===== src/rtl/core/mrt_pkg.sv =====
// Shared types and codes for the masked route table.
package mrt_pkg;

	// Operation codes
	localparam logic [1:0] OP_ADD    = 2'd0;
	localparam logic [1:0] OP_REMOVE = 2'd1;
	localparam logic [1:0] OP_CHECK  = 2'd2;

	// Status codes
	localparam logic [1:0] ST_OK   = 2'd0;
	localparam logic [1:0] ST_FULL = 2'd1;
	localparam logic [1:0] ST_NONE = 2'd2;

	localparam int unsigned WORD_W  = 32;
	localparam int unsigned INDEX_W = 6;

	typedef struct packed {
		logic [1:0]        operation;
		logic [WORD_W-1:0] net_prefix;
		logic [WORD_W-1:0] net_mask;
		logic [WORD_W-1:0] dest_address;
	} mrt_in_t;

	typedef struct packed {
		logic [1:0]         status;
		logic [INDEX_W-1:0] entry_index;
	} mrt_out_t;

	// Controls broadcast from the sequencer to every cell
	typedef struct packed {
		logic add_wr;
		logic advance;
	} mrt_ctrl_t;

endpackage


===== src/rtl/core/mrt_cell.sv =====
// One route table slot with its compare logic and a search token stage.
module mrt_cell #(
	parameter int unsigned FILL_W = 7,
	parameter int unsigned INDEX  = 0
) (
	input  logic             clk,
	input  logic             arst_n,
	input  mrt_pkg::mrt_ctrl_t ctrl,
	input  logic [FILL_W-1:0] fill,
	input  mrt_pkg::mrt_in_t query,
	input  logic             token_in,
	output logic             token,
	output logic             hit,
	output logic             token_out
);

	logic [mrt_pkg::WORD_W-1:0] network_q;
	logic [mrt_pkg::WORD_W-1:0] mask_q;
	logic                       active_q;
	logic                       token_q;
	logic                       sel;
	logic                       match;
	logic                       is_remove;

	assign sel       = (fill == FILL_W'(INDEX));
	assign is_remove = (query.operation == mrt_pkg::OP_REMOVE);

	// Exact pair match for remove, masked address match on active slots for check
	always_comb begin
		if (is_remove) begin
			match = (network_q == query.net_prefix) && (mask_q == query.net_mask);
		end else begin
			match = active_q && ((query.dest_address & mask_q) == network_q);
		end
	end

	assign token     = token_q;
	assign hit       = token_q & match;
	assign token_out = token_q & ~match & ctrl.advance;

	// Advance the search token one slot per cycle
	always_ff @(posedge clk or negedge arst_n) begin
		if (!arst_n) begin
			token_q <= 1'b0;
		end else begin
			token_q <= token_in;
		end
	end

	// Write slot on add, drop active mark on a remove hit
	always_ff @(posedge clk) begin
		if (ctrl.add_wr && sel) begin
			network_q <= query.net_prefix;
			mask_q    <= query.net_mask;
			active_q  <= 1'b1;
		end else if (hit && is_remove) begin
			active_q <= 1'b0;
		end
	end

endmodule


===== config.mk =====
export PLATFORM = sky130hd
export DESIGN_NAME = mrt_cell
export DESIGN_NICKNAME = d
export VERILOG_FILES = /design/src/rtl/core/mrt_pkg.sv /design/src/rtl/core/mrt_cell.sv
export SDC_FILE = /design/constraint.sdc
export NUM_CORES = 1
export LEC_CHECK = 0
export BUFFER_PORTS_ARGS = -buffer_cell sky130_fd_sc_hd__buf_2
export CORE_AREA = 2 2 93 95
export CTS_CLUSTER_DIAMETER = 150
export DETAILED_ROUTE_END_ITERATION = 7
export DIE_AREA = 0 0 95 97
export GPL_TIMING_DRIVEN = 0
export HOLD_SLACK_MARGIN = 0.15
export PLACE_DENSITY_LB_ADDON = 0.08
export SLEW_MARGIN = 0
export SYNTH_ARGS = -nofsm -noshare
export SYNTH_HDL_FRONTEND = slang
export SYNTH_SLANG_ARGS = --single-unit

===== constraint.sdc =====
create_clock -name clk -period 2.34 [get_ports clk]
set_input_delay 0.351 -clock clk [delete_from_list [all_inputs] [get_ports clk]]
set_output_delay 0.351 -clock clk [all_outputs]
set_load 0.05 [all_outputs]

== Word level (Yosys, flattened, before mapping) ==
Cells that the tools add are included.
W data, S select, Z words.
Storage, ports and cells
  logic and storage cells: 19
  register bits: 66
  output and inout bits: 3
  input port bits: 110
Operators by class
  reduce and logical (&&, ||, !) cells: 5
  equal/unequal tests: 4
  bitwise logic cells: 5
  muxes and demuxes: 1
Operator list (number)
  $eq A32 B32 Y1: 3
  $and A32 B32 Y32: 1
  $logic_not A7 Y1: 1
  $logic_and A1 B1 Y1: 4
  $and A1 B1 Y1: 3
  $eq A2 B1 Y1 const B: 1
  $mux W1: 1
  $not A1 Y1: 1

== Depth between registers and ports, before layout ==
Gate-level depths: netlist of run 1.
  word-level depth: 7
  mapped depth: 6

== Least setup slack after synthesis of run 1 ==
No wires, ideal clock.
  path kind: input to register
  start: input fill[1]
  end: register mask_q[0] (netlist bit) (enable)
  setup time: 0.431 ns
  data arrival time: 2.238 ns
  stages: 2
  required time: 1.909 ns
  setup slack: -0.329 ns
  cell sequence: nor4_1 and4b_1
Between the ends
  cells in the longest elaborated chain, start to end: 2
RTL lines
  start: declaration: RTL line mrt_cell.sv:9  | input logic [FILL_W-1:0] fill,
  $logic_not A7 Y1: RTL line mrt_cell.sv:25  | assign sel = (fill == FILL_W'(INDEX));
  $logic_and A1 B1 Y1: RTL line mrt_cell.sv:52  | if (ctrl.add_wr && sel) begin
  end signal: assignment: RTL line mrt_cell.sv:54  | mask_q <= query.net_mask;
  end: declaration: RTL line mrt_cell.sv:18  | logic [mrt_pkg::WORD_W-1:0] mask_q;
No other way between the ends.
A chain may end at the register's enable or synchronous reset.

== Final worst setup path of run 1 ==
  start: register network_q[31] (netlist bit)
  end: output token_out
Between the ends
  cells in the longest elaborated chain, start to end: 6
  elaborated cells between the ends (all ways): 8
RTL lines
  start: declaration: RTL line mrt_cell.sv:17  | logic [mrt_pkg::WORD_W-1:0] network_q;
  start signal: assignment: RTL line mrt_cell.sv:53  | network_q <= query.net_prefix;
  $eq A32 B32 Y1 (on tied branches): RTL line mrt_cell.sv:33, mrt_cell.sv:31
  $logic_and A1 B1 Y1 (on tied branches): RTL line mrt_cell.sv:33, mrt_cell.sv:31
  $mux W1 *: RTL line mrt_cell.sv:30  | if (is_remove) begin
  $not A1 Y1 *: RTL line mrt_cell.sv:39  | assign token_out = token_q & ~match & ctrl.advance;
  $and A1 B1 Y1 * (2 in a row): RTL line mrt_cell.sv:39
  end: declaration: RTL line mrt_cell.sv:14  | output logic token_out
Mark *: on every way between the ends. The rest lies on a longest branch, timed or not.

==> results of run 1 <==
## stage by stage
stage | worst slack [ps] | power, mW | cell area [sq um]
3_5_place_dp | -283.3 | 1.546 | 3963
3_3_place_gp | -248.3 | 1.541 | 3940
4_1_cts | -397.1 | 2.416 | 4257
6_report | -484.7 | 2.398 | 4283
2_1_floorplan | 16.02 | 1.410 | 3248
5_1_grt | -559.5 | 2.478 | 4283
## per-layer routing
layer	track usage [%]	up-vias	part of all wire, %
li1	-	1142	-
met1	23.42	1081	44
met2	27.22	81	47
met3	4.673	9	7.2
met5	0	-	0
met4	7.692	0	1.5
## state kept, by name, summed over array words and instances, names as in the netlist
name,flops
mask_q,32
network_q,32
active_q,1
token,1
## logic make-up after synthesis
logic type | synth area share [%]
simple gates | 11.74
compound gates | 2.202
flops | 60.72
xor+xnor | 24.87
buf+inv | 0.4634
## final cells by class
| type | count | area (sq um) | area share (%) |
|---|---|---|---|
| Timing Repair Buffer | 124 | 680.7 | 15.89 |
| Multi-Input combinational cell | 171 | 1314 | 30.67 |
| Clock buffer | 14 | 162.7 | 3.798 |
| Inverter | 4 | 15.01 | 0.3506 |
| Sequential cell | 66 | 1967 | 45.92 |
| Clock inverter | 2 | 12.51 | 0.2921 |
| Tap cell | 105 | 131.4 | 3.067 |
## how the worst max path moves through the flow
stage,depth (start not counted),endpoint,from,slack (ps)
finish,7,token_out,network_q[31],-480
global route,7,token_out,network_q[31],-560
CTS,7,token_out,network_q[4],-400
detailed placement,8,token_out,query[60],-280
global placement,8,token_out,query[60],-250
floorplan,6,token_out,network_q[31],20
## synth_stat cells (all sizes together), types with 3 or more instances
master / count
xor2: 87
edfxtp: 64
nand2: 32
nor4: 16
nand4: 11
xnor2: 5
inv: 4
nand3: 4
nor2: 3
## worst register-to-register path, delay by kind of cell, from the launching register on
family,cells,cell delay (ps)
AO/OA/AOI/OAI,3,650
AND/OR/NAND/NOR,2,590
flip-flops,1,440
buffers and inverters,2,260
XOR/XNOR,1,180
## power groups by stage
| stage | logic (mW) | clock network (mW) | registers [mW] |
|---|---|---|---|
| after floorplan | 0.0746 | 0 | 1.34 |
| after global placement | 0.207 | 0 | 1.33 |
| after detailed placement | 0.213 | 0 | 1.33 |
| after CTS | 0.221 | 0.888 | 1.31 |
| after global routing | 0.244 | 0.926 | 1.31 |
| final | 0.220 | 0.869 | 1.31 |
## repair_timing
item | CTS | global route
pin swaps | 7 | 4
buffers inserted | 7 | 2
hold buffers | 2 | 0
endpoints found under the hold margin | 2 | 0
gates resized for setup | 9 | 2
setup endpoints to repair | 2 | 2
==> flow_summary.toml, run 1 <==
[status]
status = "finished, violations left"
violations = "setup timing"

[pwr]
p_int_mw = 1.860
ir_drop_uv = 279.1
power.share.combinational_pct = 9.2
switchingPower_mw = 0.5378
p_seq_share_pct = 54.5
p_sw_share_pct = 22.43
power_density_mw_per_mm2 = 559.8
pwr-share-clk_pct = 36.3
cellLeakagePower_nw = 1.734

[route]
drtIter0Drc = 93
vias = 2313
drtPass1Iterations = 4
routed_wl_um = 7833
wire_per_inst_um = 16.12
postRouteAntennaNets = 0
drc = 0
viasPerCell = 4.759

[finish]
nets = 486
final_cell_mix = "buf_2, xor2_1, edfxtp_1, nand2_1"
syn_to_final_growth_pct = 32.21
num_antenna_cells = 0
fin_util_pct = 52.65
layout_commonest_cell = "buf_2"
drive_gt1_share_pct = 38.58
instances_no_fill = 486
fillerInstances = 754

[critical_path]
arrival_ps = 2470
r2r_end = "active_q"
regToRegStartpoint = "network_q[31]"
required_ps = 1990
ff2ff_path_depth = 8
cp_slowest_cell = "or4_4"
crit_buf_inv = 1
path_max_fanout = 2
cp-end-kind = "output pin"
critPathLaunchType = "flip-flop"
worstPathCellList = "xnor2_2 > o21ai_1 > or4_4 > a2111oi_4 > a32oi_2 > and3_4 > buf_6"
critical_path_class = "flip-flop to output pin"
critPathTopFamily = "simple AND/OR/NAND/NOR gates"
ff2ff_setup_slack_ps = 110
cpPeakStageDelay_ps = 520

[sta]
rsz0062_at_grt = "true"
finalSetupViolCount = 2
period_share_pct = 120.7
drv_slew = 0
worst_pin_slew_ps = 465.5
fin_ws_ps = -484.7
max_freq_mhz = 354.0
fin_crit_ps = 2825
finalHoldViolCount = 0
slew_headroom_pct = 68.97
fin_hold_ws_ps = 203.8
tns_ps = -919.6
finClkSkew_ps = 6.623

[logic_synthesis]
yosys-top-cells-area = "edfxtp_1, xor2_1, nand2_1"
yosysUniqueCellTypes = 25
syn_nets = 351
synth_ff_type = "edfxtp_1"
avgSynthCellArea_sq_um = 13.44
synth_seq_cells = 66
yosysSeqAreaShare_pct = 60.72
async_flop_share_pct = 1.515
synth-edff-count = 64
synth_cells = 241
netlist_area_sq_mm = 0.003239
yosysWarnings = 0
netlist.area_leader.share_pct = 59.33
yosysTopAreaCell = "edfxtp_1"

[placed_design]
placedCellCount = 459
dp.final_hpwl_um = 6057
portBuffers = 112
place.gp.congestion = 0.7794

[die]
ios = 113
dieArea_sq_mm = 0.009215
rows = 33
core-area_sq_mm = 0.008134
initial_core_util_pct = 39.82
die_y_um = 97
die_x_um = 95

[clock_tree]
cts-root-buf = "clkbuf_8"
clock_latency_ps = 340
clock_sinks = 66
cts_made_buffers = 9
cts_tree = "built"
htree_num_levels = 3
clkTransAtPathRegs_ps = 70
clock_path_buffers = 2

[global_route]
grt_pass1_vias = 2453
grt_pass1_wl_um = 11910
grt-ovfl-total = 0
antenna_found_initial = 1
grt_max_degree = 40
grt.total_usage_pct = 17.70

[worst_hold_path]
min_path_cells = 1
hold_end = "network_q[17]"
worstHoldPathType = "input pin to flip-flop"
min-delay-start = "query[81]"

[run]
cap_violations = 0
Note: power is estimated with default switching activity, not from simulation.
==> inputs of run 2 (changes only) <==
CORE_AREA = 2 2 84 86   (was 2 2 93 95)
DIE_AREA = 0 0 86 88   (was 0 0 95 97)
==> flow_summary.toml, run 2 (synthesized netlist as in run 1, its figures left out) <==
[die]
rows = 30
ios = 113
die_y_um = 88
core-area_sq_mm = 0.006644
initial_core_util_pct = 48.76
dieArea_sq_mm = 0.007568
die_x_um = 86

[worst_hold_path]
hold_end = "mask_q[25]"
min_path_cells = 1
worstHoldPathType = "input pin to flip-flop"
min-delay-start = "query[57]"

[global_route]
grt-ovfl-total = 0
grt_pass1_wl_um = 10600
antenna_found_initial = 0
grt_pass1_vias = 2253
grt.total_usage_pct = 19.03
grt_max_degree = 50

[route]
postRouteAntennaNets = 0
viasPerCell = 4.993
drtIter0Drc = 94
wire_per_inst_um = 15.40
routed_wl_um = 6976
drtPass1Iterations = 4
drc = 0
vias = 2262

[critical_path]
crit_buf_inv = 1
regToRegStartpoint = "network_q[4]"
critPathTopFamily = "simple AND/OR/NAND/NOR gates"
arrival_ps = 2340
required_ps = 1990
ff2ff_path_depth = 6
critPathLaunchType = "flip-flop"
cp_slowest_cell = "a2111oi_4"
worstPathCellList = "xor2_1 > nor4_2 > nand4_1 > a2111oi_4 > a32oi_2 > and3_1 > buf_6"
r2r_end = "active_q"
ff2ff_setup_slack_ps = 430
cpPeakStageDelay_ps = 410
cp-end-kind = "output pin"
path_max_fanout = 2
critical_path_class = "flip-flop to output pin"

[finish]
drive_gt1_share_pct = 37.80
syn_to_final_growth_pct = 30.17
instances_no_fill = 453
reg.largest.list = "mask_q: 32 flops, network_q: 32 flops"
final_cell_mix = "buf_2, xor2_1, edfxtp_1, nand2_1, nand4_1"
fillerInstances = 560
fin_util_pct = 63.47
seq_area_sq_mm = 0.001967
multiInputGateArea_sq_mm = 0.001320
nets = 480
layout_commonest_cell = "buf_2"
num_antenna_cells = 0

[run]
cap_violations = 0

[clock_tree]
clock_path_buffers = 2
clock_sinks = 66
clock_latency_ps = 330
cts-root-buf = "clkbuf_8"
cts_tree = "built"
cts_made_buffers = 9
clkTransAtPathRegs_ps = 70
htree_num_levels = 3

[placed_design]
dp.final_hpwl_um = 5529
placedCellCount = 434
place.gp.congestion = 0.7767
portBuffers = 112

[sta]
fin_ws_ps = -355.8
rsz0062_at_grt = "true"
finClkSkew_ps = 6.739
finalSetupViolCount = 2
drv_slew = 0
fin_crit_ps = 2696
tns_ps = -647.5
period_share_pct = 115.2
finalHoldViolCount = 0
max_freq_mhz = 370.9
worst_pin_slew_ps = 347.3
slew_headroom_pct = 76.63

[status]
status = "finished, violations left"
violations = "setup timing"

[pwr]
ir_drop_uv = 365.3
cellLeakagePower_nw = 1.707
power.total_mw = 2.403
power_density_mw_per_mm2 = 569.8
==> run 2: changes by cell type in the layout (fill, tap and decap cells not counted), moves of 2 or more <==
cell      change
nor4_2        +3
clkinv_1      +2
nor4_1        -3
clkbuf_8      -2
clkbuf_1      -3
buf_4         -6
==> run 2: how the worst max path moves through the flow <==
stage / from / to / depth (start not counted)
global placement: query[60] / token_out / 8
floorplan: network_q[31] / token_out / 6
CTS: network_q[4] / token_out / 7
finish: network_q[4] / token_out / 7
detailed placement: query[60] / token_out / 8
global route: network_q[4] / token_out / 7
==> run 2: timing repair <==
item	in CTS	in global routing
resized for setup	9	3
pin swaps	5	1
setup buffers	3	0
setup endpoints to repair	2	2
endpoints found under the hold margin	2	0
hold buffers	2	0
==> run 2: layout make-up <==
cell class | instances | area share, %
multi-input combinational | 171 | 31.31
timing repair buffer | 118 | 15.25
clock buffer | 9 | 2.938
tap | 80 | 2.374
clock inverter | 5 | 1.128
sequential | 66 | 46.65
inverter | 4 | 0.3561
==> run 2: power breakdown <==
part,internal (mW),switching (mW),total [mW]
logic,0.114,0.104,0.218
registers,1.30,0.00501,1.31
clock network,0.469,0.407,0.877
total,1.89,0.517,2.40
==> run 2: worst reg2reg max path, delay by kind of cell, from the launching register on <==
kind	cells	cell delay, ps
AND/OR/NAND/NOR	3	660
AO/OA/AOI/OAI	2	590
flip-flops	1	400
XOR/XNOR	1	160
==> run 2: stage by stage <==
stage / worst slack [ps] / cell area (sq um) / hold WS (ps)
after floorplan: 16.02 / 3248 / 55.41
after global placement: -277.6 / 3909 / 125.4
after detailed placement: -277.9 / 3939 / 127.3
after CTS: -402.0 / 4198 / 201.1
after global routing: -447.8 / 4217 / 197.8
final: -355.8 / 4217 / 215.5
==> run 2: layer usage <==
| layer | share of wire, % | track usage (%) | routed length (um) |
|---|---|---|---|
| met5 | 0 | 0 | 0 |
| met1 | 44 | 24.36 | 3092 |
| met4 | 1.5 | 7.937 | 104 |
| met3 | 7.3 | 5.184 | 511 |
| met2 | 47 | 30.73 | 3268 |
==> inputs of run 3 (changes only) <==
SKIP_CTS_REPAIR_TIMING = 1   (was default)
clock period = 2.75 ns   (was 2.34 ns; I/O delays follow)
==> flow_summary.toml, run 3 (synthesized netlist as in run 1, its figures left out) <==
[sta]
period_share_pct = 99.57
drv_slew = 0
slew_headroom_pct = 66.16
fin_crit_ps = 2738
rsz0062_at_grt = "true"
finalSetupViolCount = 0
worst_pin_slew_ps = 507.6
finClkSkew_ps = 6.384
max_freq_mhz = 365.2
fin_hold_ws_ps = 193.3
fin_ws_ps = 11.89
finalHoldViolCount = 0
tns_ps = 0

[finish]
multiInputGateArea_sq_mm = 0.001294
fillerInstances = 559
num_antenna_cells = 0
syn_to_final_growth_pct = 28.62
fin_util_pct = 62.71
reg.largest.list = "mask_q: 32 flops, network_q: 32 flops"
drive_gt1_share_pct = 36.93
final_area_sq_mm = 0.004167
layout_commonest_cell = "buf_2"
nets = 478
instances_no_fill = 451
final_cell_mix = "buf_2, xor2_1, edfxtp_1, nand2_1"
seq_area_sq_mm = 0.001967

[global_route]
grt.total_usage_pct = 19.71
grt_pass1_wl_um = 11010
grt_pass1_vias = 2298
grt_max_degree = 36
grt-ovfl-total = 0
antenna_found_initial = 0

[route]
viasPerCell = 4.971
drtIter0Drc = 87
wire_per_inst_um = 15.73
drtPass1Iterations = 4
vias = 2242
routed_wl_um = 7092
postRouteAntennaNets = 0
drc = 0

[placed_design]
pre_cts_ws_ps = 116.5
dp.final_hpwl_um = 5663
place.gp.congestion = 0.7233
portBuffers = 112
dpl_cell_area_sq_mm = 0.003924
placedCellCount = 434

[critical_path]
regToRegStartpoint = "network_q[4]"
ff2ff_setup_slack_ps = 820
path_max_fanout = 2
critPathLaunch = "network_q[4]"
cp-end-kind = "output pin"
arrival_ps = 2330
ff2ff_path_depth = 6
endpoint = "token_out"
critical_path_class = "flip-flop to output pin"
cpPeakStageDelay_ps = 420
cp_slowest_cell = "edfxtp_1"
critPathLaunchType = "flip-flop"
r2r_end = "active_q"
required_ps = 2340
worstPathCellList = "xor2_1 > nor4_2 > nand4_1 > a2111oi_4 > a32oi_2 > and3_1 > buf_6"

[die]
ios = 113
initial_core_util_pct = 48.76
die_y_um = 88
rows = 30
dieArea_sq_mm = 0.007568
die_x_um = 86
core-area_sq_mm = 0.006644

[clock_tree]
cts_made_buffers = 9
htree_num_levels = 3
clkTransAtPathRegs_ps = 70
clock_path_buffers = 2
clock_latency_ps = 330
clock_sinks = 66
cts_tree = "built"
cts-root-buf = "clkbuf_8"

[pwr]
switchingPower_mw = 0.4384
power_density_mw_per_mm2 = 491.1
p_int_mw = 1.608
power.total_mw = 2.046
p_seq_share_pct = 54.4
ir_drop_uv = 325.7
pwr-share-clk_pct = 36.7
cellLeakagePower_nw = 1.691
p_sw_share_pct = 21.42
power.share.combinational_pct = 8.9

[status]
status = "complete, no violations"

[worst_hold_path]
worstHoldPathType = "input pin to flip-flop"

[run]
cap_violations = 0
-- run 3: area by class of cell --
cell class / count / share of cell area [%]
Inverter: 4 / 0.3604
Timing Repair Buffer: 116 / 14.83
Sequential cell: 66 / 47.21
Clock inverter: 4 / 1.081
Multi-Input combinational cell: 171 / 31.05
Tap cell: 80 / 2.402
Clock buffer: 10 / 3.063
-- run 3: metal layers --
metal	global-route usage (%)	part of all wire, %	up-vias
li1	-	-	1126
met1	25.66	44	1029
met2	31.64	48	80
met3	5.844	6.5	7
met4	6.926	1.1	0
met5	0	0	-
-- run 3: power groups by stage --
stage / clock [mW] / combinational [mW] / sequential (mW)
floorplan: 0 / 0.0631 / 1.14
global placement: 0 / 0.175 / 1.13
detailed placement: 0 / 0.178 / 1.13
CTS: 0.761 / 0.179 / 1.11
global route: 0.817 / 0.202 / 1.11
finish: 0.751 / 0.182 / 1.11
-- run 3: worst min path at each step --
| stage | depth (start not counted) | startpoint | to |
|---|---|---|---|
| global placement | 1 | arst_n | token |
| finish | 1 | token_in | token |
| floorplan | 0 | arst_n | token |
| detailed placement | 1 | arst_n | token |
| CTS | 1 | arst_n | token |
| global route | 1 | token_in | token |
-- run 3: critical path, delay by kind of cell (launching register included) --
| family | cells | cell delay, ps |
|---|---|---|
| XOR/XNOR | 1 | 170 |
| AO/OA/AOI/OAI | 2 | 510 |
| flip-flops | 1 | 420 |
| buffers and inverters | 1 | 150 |
| AND/OR/NAND/NOR | 3 | 740 |
